===== src/ssd_mul.sv =====
module ssd_mul #(
  parameter int W = 35
) (
  input  logic                  clk,
  input  logic                  en,
  input  logic signed [W-1:0]   a,
  input  logic signed [W-1:0]   b,
  output logic signed [2*W-1:0] p
);

  localparam int L   = W / 2;
  localparam int H   = W - L;
  localparam int PW2 = 2 * W;

  logic signed [H-1:0]     ah, bh;
  logic signed [L:0]       al, bl;
  logic signed [2*H-1:0]   hh_r;
  logic signed [H+L:0]     hl_r, lh_r;
  logic signed [2*L+1:0]   ll_r;
  logic signed [PW2-1:0]   p_r;

  assign ah = a[W-1:L];
  assign bh = b[W-1:L];
  assign al = {1'b0, a[L-1:0]};
  assign bl = {1'b0, b[L-1:0]};

  // partial products, then their weighted sum
  always_ff @(posedge clk) begin
    if (en) begin
      hh_r <= ah * bh;
      hl_r <= ah * bl;
      lh_r <= al * bh;
      ll_r <= al * bl;
      p_r  <= (PW2'(hh_r) <<< (2 * L)) + ((PW2'(hl_r) + PW2'(lh_r)) <<< L) + PW2'(ll_r);
    end
  end

  assign p = p_r;

endmodule


===== config.mk =====
export PLATFORM = sky130hd
export DESIGN_NAME = ssd_mul
export DESIGN_NICKNAME = d
export VERILOG_FILES = /design/src/ssd_mul.sv
export SDC_FILE = /design/constraint.sdc
export NUM_CORES = 2
export LEC_CHECK = 0
export ABC_AREA = 1
export BUFFER_PORTS_ARGS = -buffer_cell sky130_fd_sc_hd__buf_2
export CORE_MARGIN = 2
export CORE_UTILIZATION = 62
export CTS_BUF_LIST = sky130_fd_sc_hd__clkbuf_4 sky130_fd_sc_hd__clkbuf_8
export DETAILED_ROUTE_END_ITERATION = 8
export GPL_TIMING_DRIVEN = 0
export PLACE_DENSITY = 0.76
export SETUP_SLACK_MARGIN = 0.5
export SKIP_LAST_GASP = 1
export SYNTH_ARGS = -nofsm -noshare
export SYNTH_HDL_FRONTEND = slang
export SYNTH_SLANG_ARGS = --single-unit

===== constraint.sdc =====
create_clock -name clk -period 8.5 [get_ports clk]
set_input_delay 0.85 -clock clk [delete_from_list [all_inputs] [get_ports clk]]
set_output_delay 0.85 -clock clk [all_outputs]
set_load 0.005 [all_outputs]

==> results.yml <==
synth:
  yosysTopAreaCellShare_pct: 38.3
  yosysWarnings: 0
  syn_area_um2: 57900
  ys_types: 53
  yosys_register_bits: 212
  synth_area_leaders: "fa_1, inv_1, nand2_1, ha_1, edfxtp_1"
  synth_edf_count: 212
  syn-instance-count: 7249
  yosys.area.top_type: "fa_1"
  async_flop_share_pct: 0
  avgSynthCellArea_um2: 7.98
  synth_nets: 8937
  yosysSeqAreaShare_pct: 11.0
  synth-main-ff-cell: "edfxtp_1"
cells_and_area:
  drive_above_1_share_pct: 2.73
  fillers: 8369
  area_growth_syn_to_layout_pct: 4.61
  stdcell_area_um2: 60500
  final_cell_mix: "inv_1, nand2_1, fa_1, ha_1, nor2_1"
  layout_commonest_cell: "inv_1"
  final_core_util_pct: 65.2
  nets: 9042
timing:
  finalCritPeriodShare_pct: 92.9
  tightest_slew_ns: 1.50
  fmax_ghz: 0.127
  rsz0062_at_grt: "false"
  min_period_ns: 7.90
  skew_ns: 0.0363
  slew_viol_final: 0
  max-slew-margin-rel_pct: 0.0301
  setup-violations-final: 0
  hold_violations: 0
setup_path:
  path_buf_inv: 5
  critPathKind: "primary input to flip-flop"
  reg2regPathDepth: 17
  cp.arrival_ns: 8.27
  r2r_end: "p[62]"
  critPathLaunchType: "primary input"
  slowest_stage: "clkbuf_1"
  critPathMaxFanout: 11
  cp.depth: 19
  crit_chain: "clkbuf_1 > clkbuf_1 > nand2_1 > fa_1 > inv_1 > fa_1 > inv_1 > fa_1 > fa_1 > fa_1 > fa_1 > inv_1 > ha_1 > a21oi_1 > nor2_1 > a211oi_1 > o211ai_1 > a21oi_1 > xor2_1"
  endpoint_kind: "flip-flop"
  cp-startpoint: "b[28]"
  critPathMaxStageDelay_ns: 0.96
  path_common_cell: "fa_1"
  ff2ff_setup_slack_ns: 3.95
  worst_ep_required_time_ns: 8.87
  r2r_start: "hl_r[16]"
  endpoint: "hh_r[35]"
  cp_top_family: "adder cells"
routing:
  dr.pass1.iters: 8
  ant_nets: 0
  wirelength_um: 210000
  drc_errors: 0
  wl_per_cell_um: 24.3
  vias: 49200
  via_per_inst: 5.69
  first_iter_violations: 5578
grt:
  globalRouteTotalUtil_pct: 44.9
  grt_remaining_overflow: 0
  antenna_found_initial: 14
  grt_pass1_wl_um: 309000
  grt_pass1_vias: 49500
  grt_max_degree: 121
status:
  status: "finished with violations"
  violations: "capacitance limit"
clock_tree:
  path_clk_slew_ns: 0.07
  clk_latency_ns: 0.67
  numCtsBuffers: 30
  cts_buffer_depth: 3
  cts_tree: "built"
  clock-sinks: 212
  htree_levels: 1
  postCtsHoldBufs: 0
  clockRootBuffer: "clkbuf_8"
flow_run:
  cap_violations: 1
floorplan:
  die_y_um: 309
  start_util_pct: 62.3
  fp.dieArea_um2: 95800
  dieWidth_um: 309
  core_area_um2: 92900
  io_pins: 142
  rows: 112
placed_design:
  hpwl_um: 176000
  port-buffer-count: 72
  placed_cell_area_um2: 59800
  gp_congestion: 1.08
hold_path:
  min_path_type: "flip-flop to flip-flop"
cells by family after synthesis:
| kind of cell | count (synthesis) | synth area share [%] |
|---|---|---|
| AND/OR/NAND/NOR | 2297 | 15.8 |
| XOR/XNOR | 202 | 3.06 |
| flip-flops | 212 | 11.0 |
| AO/OA/AOI/OAI | 528 | 5.35 |
| adder cells (fa/ha/maj) | 1616 | 49.3 |
| buffers and inverters | 2394 | 15.5 |
cell type report:
class	instances	area [um^2]	area share, %
Multi-Input combinational cell	4643	42500	70.2
Inverter	2115	7940	13.1
Sequential cell	212	6370	10.5
Tap cell	1254	1570	2.59
Buffer	279	1060	1.76
Clock buffer	32	428	0.707
Timing Repair Buffer	73	398	0.657
Clock inverter	20	216	0.358
Antenna cell	17	42.5	0.0703
through the flow:
stage	worst slack, ns	hold slack, ns	std cells	setup TNS (ns)
after floorplan	2.19	0.400	7249	0
after global placement	0.0295	0.401	8575	0
after detailed placement	-0.00367	0.405	8576	-0.00367
after CTS	0.706	0.415	8628	0
after global routing	0.547	0.424	8630	0
final	0.602	0.414	8645	0
routing by layer:
metal  up-vias  part of all wire [%]  GRT usage, %  routed length [um]
met5         -                 0.030             0                  62
met4         8                   7.0          25.3               14600
met3       704                    15          18.5               32200
met2      3230                    41          64.5               85400
met1     24000                    37          57.4               77400
li1      21300                     -             -                   -
state kept, by name, summed over array words and instances (netlist names):
name,count
hh_r,36
lh_r,36
p,70
hl_r,36
ll_r,34
cells in the mapped netlist (2+ instances only):
cell,count
a211oi_1,4
a21boi_0,9
a21boi_1,3
a21boi_2,5
a21o_1,31
a21oi_1,239
a21oi_2,8
a21oi_4,2
a31o_2,2
a31oi_1,23
and2_1,2
clkbuf_1,278
edfxtp_1,212
fa_1,1106
ha_1,510
inv_1,2114
nand2_1,1727
nand2_2,15
nand3_1,113
nand3_2,2
nand3b_1,3
nand4_1,49
nor2_1,320
nor2_2,4
nor2_4,2
nor3_1,29
nor3_2,4
nor4_1,7
nor4_2,2
o211ai_1,4
o21a_1,8
o21ai_0,131
o21ai_1,9
o21ai_2,11
o21bai_1,24
o221ai_1,8
o41ai_1,2
or2_1,2
or2_2,11
xnor2_1,68
xor2_1,134
timing repair:
item	CTS	global route
gates resized for setup	0	20
buffers inserted	0	0
setup endpoints to repair	0	5
how the worst min path moves through the flow:
stage	from	slack (ns)	end	depth (start not counted)
2_1_floorplan	ll_r[0]	0.40	p[0]	0
4_1_cts	ll_r[7]	0.42	p[7]	0
6_report	ll_r[7]	0.41	p[7]	0
3_5_place_dp	ll_r[7]	0.40	p[7]	0
5_1_grt	ll_r[10]	0.42	p[10]	0
3_3_place_gp	ll_r[2]	0.40	p[2]	0
Power is left out: the tool's default activity adds up to more than one toggle a clock period on the data nets, which glitch-free logic cannot reach.
